===== src/sv/bcc_pkg.sv =====
`default_nettype none

package bcc_pkg;

  localparam int unsigned WORDS_DEF   = 1024;
  localparam int unsigned WORD_W      = 64;
  localparam int unsigned OFF_W       = 6;
  localparam int unsigned SAMPLE_W    = 16;
  localparam int unsigned WIDX_W      = 10;
  localparam int unsigned TOTAL_W     = 17;
  localparam int unsigned DISTINCT_W  = 17;
  localparam int unsigned COVERED_W   = 32;
  localparam int unsigned COAL_W      = 16;
  localparam int unsigned CADD_W      = 16;
  localparam int unsigned REQ_W       = 3;

  localparam int unsigned IN_TDATA_W  = 112;
  localparam int unsigned IN_TUSER_W  = 4;
  localparam int unsigned OUT_TDATA_W = 72;
  localparam int unsigned CFG_IDX_W   = 2;
  localparam int unsigned CFG_DATA_W  = 17;

  localparam logic [WORD_W-1:0]   EVEN_BITS   = 64'h5555_5555_5555_5555;
  localparam logic [TOTAL_W-1:0]  TOTAL_RESET = 17'd65536;

  localparam logic [REQ_W-1:0] REQ_CLEAR    = 3'd0;
  localparam logic [REQ_W-1:0] REQ_ADD      = 3'd1;
  localparam logic [REQ_W-1:0] REQ_MERGE    = 3'd2;
  localparam logic [REQ_W-1:0] REQ_OVERLAP  = 3'd3;
  localparam logic [REQ_W-1:0] REQ_CONTAINS = 3'd4;
  localparam logic [REQ_W-1:0] REQ_MARK     = 3'd5;

  localparam logic [CFG_IDX_W-1:0] CFG_TOTAL = 2'd0;
  localparam logic [CFG_IDX_W-1:0] CFG_COAL  = 2'd1;

  typedef enum logic [1:0] {
    ST_CLEAR,
    ST_IDLE,
    ST_EXEC
  } state_e;

  typedef struct packed {
    logic [REQ_W-1:0]    req_type;
    logic [SAMPLE_W-1:0] sample_index;
    logic [WIDX_W-1:0]   word_index;
    logic [WORD_W-1:0]   word_value;
    logic                track_coal;
    logic [CADD_W-1:0]   covered_add;
  } item_t;

  typedef struct packed {
    logic [DISTINCT_W-1:0] distinct;
    logic [COVERED_W-1:0]  covered;
    logic [COAL_W-1:0]     coal;
  } counts_t;

  typedef struct packed {
    logic                set_we;
    logic [WORD_W-1:0]   set_wdata;
    logic                seen_we;
    logic [WORD_W-1:0]   seen_wdata;
    logic                clr;
    logic                hit;
    logic                err;
    counts_t             counts;
  } upd_t;

  // word of the memories that an item touches
  function automatic logic [WIDX_W-1:0] item_word(item_t it);
    logic [WIDX_W-1:0] w;
    if (it.req_type == REQ_MERGE || it.req_type == REQ_OVERLAP) begin
      w = it.word_index;
    end else begin
      w = it.sample_index[SAMPLE_W-1:OFF_W];
    end
    return w;
  endfunction

endpackage

`default_nettype wire


===== src/sv/bcc_update.sv =====
`default_nettype none

module bcc_update #(
  parameter int unsigned WORDS = bcc_pkg::WORDS_DEF
) (
  input  wire bcc_pkg::item_t                    item_i,
  input  wire logic [bcc_pkg::WORD_W-1:0]        cur_set_i,
  input  wire logic [bcc_pkg::WORD_W-1:0]        cur_seen_i,
  input  wire bcc_pkg::counts_t                  counts_i,
  input  wire logic [bcc_pkg::TOTAL_W-1:0]       total_i,
  input  wire logic                              coal_en_i,
  output bcc_pkg::upd_t                          upd_o
);
  import bcc_pkg::*;

  function automatic logic [6:0] pop64(logic [WORD_W-1:0] x);
    logic [1:0] l1 [32];
    logic [2:0] l2 [16];
    logic [3:0] l3 [8];
    logic [4:0] l4 [4];
    logic [5:0] l5 [2];
    for (int i = 0; i < 32; i++) l1[i] = {1'b0, x[2*i]} + {1'b0, x[2*i+1]};
    for (int i = 0; i < 16; i++) l2[i] = {1'b0, l1[2*i]} + {1'b0, l1[2*i+1]};
    for (int i = 0; i < 8; i++)  l3[i] = {1'b0, l2[2*i]} + {1'b0, l2[2*i+1]};
    for (int i = 0; i < 4; i++)  l4[i] = {1'b0, l3[2*i]} + {1'b0, l3[2*i+1]};
    for (int i = 0; i < 2; i++)  l5[i] = {1'b0, l4[2*i]} + {1'b0, l4[2*i+1]};
    return {1'b0, l5[0]} + {1'b0, l5[1]};
  endfunction

  logic [WIDX_W-1:0]     s_word;
  logic [OFF_W-1:0]      s_off;
  logic                  samp_ok;
  logic [SAMPLE_W-1:0]   base;
  logic [TOTAL_W-1:0]    rem;
  logic                  wrd_ok;
  logic [WORD_W-1:0]     mask;
  logic [WORD_W-1:0]     v;
  logic [WORD_W-1:0]     folded;
  logic [WORD_W-1:0]     bit_m;
  logic [WORD_W-1:0]     pair_m;
  logic                  track;
  logic [6:0]            pop_new;
  logic [6:0]            pop_coal;
  logic [DISTINCT_W:0]   dsum;
  logic [COVERED_W:0]    csum;
  logic [COAL_W:0]       ksum;

  always_comb begin
    s_word  = item_i.sample_index[SAMPLE_W-1:OFF_W];
    s_off   = item_i.sample_index[OFF_W-1:0];
    samp_ok = ({1'b0, item_i.sample_index} < total_i) && (32'(s_word) < 32'(WORDS));

    base   = {item_i.word_index, {OFF_W{1'b0}}};
    wrd_ok = (32'(item_i.word_index) < 32'(WORDS)) && ({1'b0, base} < total_i);
    rem    = total_i - {1'b0, base};
    if (!wrd_ok) begin
      mask = '0;
    end else if (rem >= TOTAL_W'(WORD_W)) begin
      mask = '1;
    end else begin
      mask = ~({WORD_W{1'b1}} << rem[OFF_W-1:0]);
    end

    v        = item_i.word_value & mask;
    folded   = (v | (v >> 1)) & EVEN_BITS;
    bit_m    = WORD_W'(1) << s_off;
    pair_m   = WORD_W'(1) << {s_off[OFF_W-1:1], 1'b0};
    track    = item_i.track_coal & coal_en_i;
    pop_new  = pop64(v & ~cur_set_i);
    pop_coal = pop64(folded & cur_seen_i);

    upd_o            = '0;
    upd_o.set_wdata  = cur_set_i;
    upd_o.seen_wdata = cur_seen_i;
    upd_o.counts     = counts_i;
    dsum = {1'b0, counts_i.distinct};
    csum = {1'b0, counts_i.covered};
    ksum = {1'b0, counts_i.coal};

    unique case (item_i.req_type) inside
      REQ_CLEAR: begin
        upd_o.clr    = 1'b1;
        upd_o.counts = '0;
      end
      REQ_ADD, REQ_CONTAINS, REQ_MARK: begin
        if (!samp_ok) begin
          upd_o.err = 1'b1;
        end else if (item_i.req_type == REQ_ADD) begin
          csum = csum + (COVERED_W+1)'(1);
          if ((cur_set_i & bit_m) == '0) dsum = dsum + (DISTINCT_W+1)'(1);
          upd_o.set_we    = 1'b1;
          upd_o.set_wdata = cur_set_i | bit_m;
        end else if (item_i.req_type == REQ_CONTAINS) begin
          upd_o.hit = |(cur_set_i & bit_m);
        end else if (coal_en_i) begin
          if ((cur_seen_i & pair_m) != '0) ksum = ksum + (COAL_W+1)'(1);
          upd_o.seen_we    = 1'b1;
          upd_o.seen_wdata = cur_seen_i | pair_m;
        end
      end
      REQ_MERGE, REQ_OVERLAP: begin
        if (!wrd_ok) begin
          upd_o.err = 1'b1;
        end else if (item_i.req_type == REQ_OVERLAP) begin
          upd_o.hit = |(cur_set_i & v);
        end else begin
          csum = csum + (COVERED_W+1)'(item_i.covered_add);
          dsum = dsum + (DISTINCT_W+1)'(pop_new);
          upd_o.set_we    = 1'b1;
          upd_o.set_wdata = cur_set_i | v;
          if (track) begin
            ksum = ksum + (COAL_W+1)'(pop_coal);
            upd_o.seen_we    = 1'b1;
            upd_o.seen_wdata = cur_seen_i | folded;
          end
        end
      end
      default: begin
      end
    endcase

    if (!upd_o.clr) begin
      upd_o.counts.distinct = dsum[DISTINCT_W] ? '1 : dsum[DISTINCT_W-1:0];
      upd_o.counts.covered  = csum[COVERED_W]  ? '1 : csum[COVERED_W-1:0];
      upd_o.counts.coal     = ksum[COAL_W]     ? '1 : ksum[COAL_W-1:0];
    end
  end

endmodule

`default_nettype wire


===== config.mk =====
export PLATFORM = sky130hd
export DESIGN_NAME = bcc_update
export DESIGN_NICKNAME = d
export VERILOG_FILES = /design/src/sv/bcc_pkg.sv /design/src/sv/bcc_update.sv
export SDC_FILE = /design/constraint.sdc
export NUM_CORES = 1
export LEC_CHECK = 0
export BUFFER_PORTS_ARGS = -buffer_cell sky130_fd_sc_hd__buf_2
export CAP_MARGIN = 20
export CORE_AREA = 2 2 201 203
export DETAILED_ROUTE_END_ITERATION = 12
export DIE_AREA = 0 0 203 205
export MAX_ROUTING_LAYER = met4
export PLACE_DENSITY = 0.65
export SETUP_SLACK_MARGIN = 0.1
export SLEW_MARGIN = 10
export SYNTH_ARGS = -nofsm -noshare
export SYNTH_HDL_FRONTEND = slang
export SYNTH_SLANG_ARGS = --single-unit

===== constraint.sdc =====
create_clock -name vclk -period 31.1
set_input_delay 9.33 -clock vclk [all_inputs]
set_output_delay 9.33 -clock vclk [all_outputs]
set_load 0.005 [all_outputs]

==> impl_metrics.py <==
metrics = {
    "outcome": {
        "status": "finished clean",
    },
    "die": {
        "core.rowCount": 73,
        "io_pins": 519,
        "start_util_pct": 29.0,
        "die_h_um": 205,
        "die_w_um": 203,
        "core-area_sq_mm": 0.0394,
        "dieArea_sq_mm": 0.0416,
    },
    "critical_path": {
        "critPathRequiredTime_ns": 21.77,
        "path_max_fanout": 27,
        "cp_common_cell": "fa_1",
        "path_buf_inv": 9,
        "crit_family": "adder cells",
        "critPathKind": "in -> out",
        "cp.arrival_ns": 19.93,
        "critPathSlowestCell": "nor4_4",
        "crit_path_end_kind": "output pin",
        "crit_path_start": "item_i[84]",
        "critPathLaunchType": "primary input",
        "slowest_delay_ns": 0.64,
        "crit_cells": 36,
        "worstSetupEndpoint": "upd_o[64]",
    },
    "drt": {
        "drt_first_pass_iters": 8,
        "num_vias": 15700,
        "avgRoutedWirePerCell_um": 29.4,
        "vias_per_cell": 6.08,
        "ant_nets": 0,
        "postRouteWirelength_mm": 76.1,
        "drt_iter0_markers": 1551,
        "drc": 0,
    },
    "logic_synthesis": {
        "synthDistinctLibCells": 84,
        "synth_area_sq_mm": 0.0114,
        "yosys_warnings": 0,
        "synth_xor_xnor_area_share_pct": 3.07,
        "synth_adder_area_share_pct": 24.2,
        "synth_top_family_by_area": "compound AO/OA/AOI/OAI gates",
        "synth_area_leader_cell": "fa_1",
        "synth_top_cell_area_share_pct": 14.7,
        "seq_area_frac_synth_pct": 0,
        "synthMuxAreaShare_pct": 1.64,
        "syn_nets": 2169,
        "syn_inst": 1677,
        "synth_compound_area_share_pct": 32.8,
        "ys_top_cells_by_area": "fa_1 15%, ha_1 9.5%, a221o_1 7.0%, nand2_1 6.7%, a21oi_1 6.3%",
        "avgSynthCellArea_sq_um": 6.81,
        "yosys.area_share.simple_pct": 29.4,
    },
    "power_and_ir_drop": {
        "p_per_area_mw_per_mm2": 55.6,
        "p_leak_uw": 0.00686,
        "peakVddDrop_v": 0.0000851,
    },
    "run": {
        "drv_cap": 0,
    },
    "timing": {
        "finalHoldViolCount": 0,
        "worst_pin_slew_ns": 1.15,
        "clock.fmax_ghz": 0.0342,
        "fin_crit_ns": 29.26,
        "post-route-period-util_pct": 94.1,
        "setup_slack_ns": 1.84,
        "setup_viol": 0,
        "fin_setup_tns_ns": 0,
        "slew_viol_final": 0,
        "rsz0062_at_grt": "false",
        "max_slew_margin_pct": 22.9,
    },
    "final_layout": {
        "drive_gt1_share_pct": 27.2,
        "design.seq.count": 0,
        "final_nets": 2540,
        "seq_area_sq_um": 0,
        "area_growth_pct": 24.0,
        "nClkBuffers": 0,
    },
    "placed_design": {
        "dpl_worst_slack_ns": 1.98,
        "portBuffers": 455,
        "globalplace.congestion": 1.08,
        "dp.final_hpwl_mm": 64.9,
    },
    "global_route": {
        "grt_overflow": 0,
        "grt_max_degree": 67,
        "antenna_found_initial": 14,
        "grt_pass1_vias": 15300,
        "track_usage_pct": 36.1,
        "grt_pass1_wl_mm": 107,
    },
    "hold_path": {
        "min_path_type": "in -> out",
        "hp-start": "cur_seen_i[33]",
    },
    "clocking": {
        "hold_buffers": 0,
        "post-cts-setup-buffer-count": 0,
        "cts_resized": 0,
    },
}
[Yosys cell counts, types with 5 or more instances]
library cell	n
mux2i_1	12
clkbuf_1	93
nand4_1	27
o22ai_1	9
a211oi_1	8
a32oi_1	5
and2_1	6
ha_1	87
a221oi_1	10
nor2_1	120
a22oi_1	30
a21o_1	22
and4_1	10
a31oi_1	43
buf_2	11
nor4_1	7
nor2b_1	22
mux2_2	6
o31ai_1	6
inv_1	136
o21bai_1	5
a21oi_1	144
o21ai_0	76
or3_1	9
or2_2	27
nand3b_1	8
o211ai_1	14
a31o_2	5
o21a_1	7
nand2b_1	58
fa_1	84
xnor2_1	28
a21boi_0	5
a2111oi_2	5
a221o_1	80
nand3_1	56
xor2_1	12
and3_1	49
nor3_1	40
nand2_1	203
buf_6	5
[worst min path at each step]
stage / cells after the start / endpoint / slack, ns
after detailed placement: 0 / upd_o[101] / 18.66
after CTS: 0 / upd_o[101] / 18.66
after global placement: 0 / upd_o[101] / 18.66
final: 0 / upd_o[101] / 18.66
after floorplan: 1 / upd_o[40] / 18.72
after global routing: 0 / upd_o[101] / 18.66
[routing by layer]
layer	wire [um]	track usage, %	share of wire (%)
met1	29400	42.8	39
met2	35100	58.9	46
met3	7520	7.73	9.9
met4	4060	15.7	5.3
met5	0	-	0
[placed cells by master, fill, tap and decap left out, types with 14 or more instances in the layout]
cell type | synthesis | final
nand2b_1 | 58 | 58
nand4_1 | 27 | 27
nand3_1 | 56 | 56
inv_1 | 136 | 136
o21ai_0 | 76 | 75
a21o_1 | 22 | 22
a31oi_1 | 43 | 43
fa_1 | 84 | 84
and3_1 | 49 | 49
buf_4 | 4 | 31
a221o_1 | 80 | 80
xnor2_1 | 28 | 28
a22oi_1 | 30 | 30
nor2_1 | 120 | 118
ha_1 | 87 | 87
nor2b_1 | 22 | 22
a21oi_1 | 144 | 143
buf_2 | 11 | 455
nor3_1 | 40 | 39
or2_2 | 27 | 27
o211ai_1 | 14 | 14
nand2_1 | 203 | 203
[logic make-up (layout without fill, tap and decap cells)]
logic type / count (synthesis) / in the layout
adder cells (fa/ha/maj): 171 / 171
buffers and inverters: 253 / 622
AO/OA/AOI/OAI: 527 / 527
multiplexers: 18 / 18
AND/OR/NAND/NOR: 668 / 668
XOR/XNOR: 40 / 40
other: 0 / 13
[metrics by stage]
stage / instance area, sq um / instances / util [%] / total power, uW / hold slack [ns]
2_1_floorplan: 11400 / 1677 / - / 531 / 18.72
3_3_place_gp: 14100 / 2571 / 35.9 / 762 / 18.66
3_5_place_dp: 14100 / 2571 / 35.9 / 771 / 18.66
4_1_cts: 14100 / 2571 / 35.9 / 782 / 18.66
5_1_grt: 14200 / 2584 / 36.0 / 887 / 18.66
6_report: 14200 / 2584 / 36.0 / 787 / 18.66
[where the power goes]
group / internal, uW / switching (uW)
clock network: 0.0000517 / 0
registers: 0 / 0
logic: 328 / 459
[cell type report]
cell class,count,area (sq um)
inverters,136,510
repair buffers,486,2510
fillers,4393,25200
diodes,13,32.5
multi-input cells,1424,10500
well taps,525,657
Note: power is estimated with default switching activity, not from simulation.
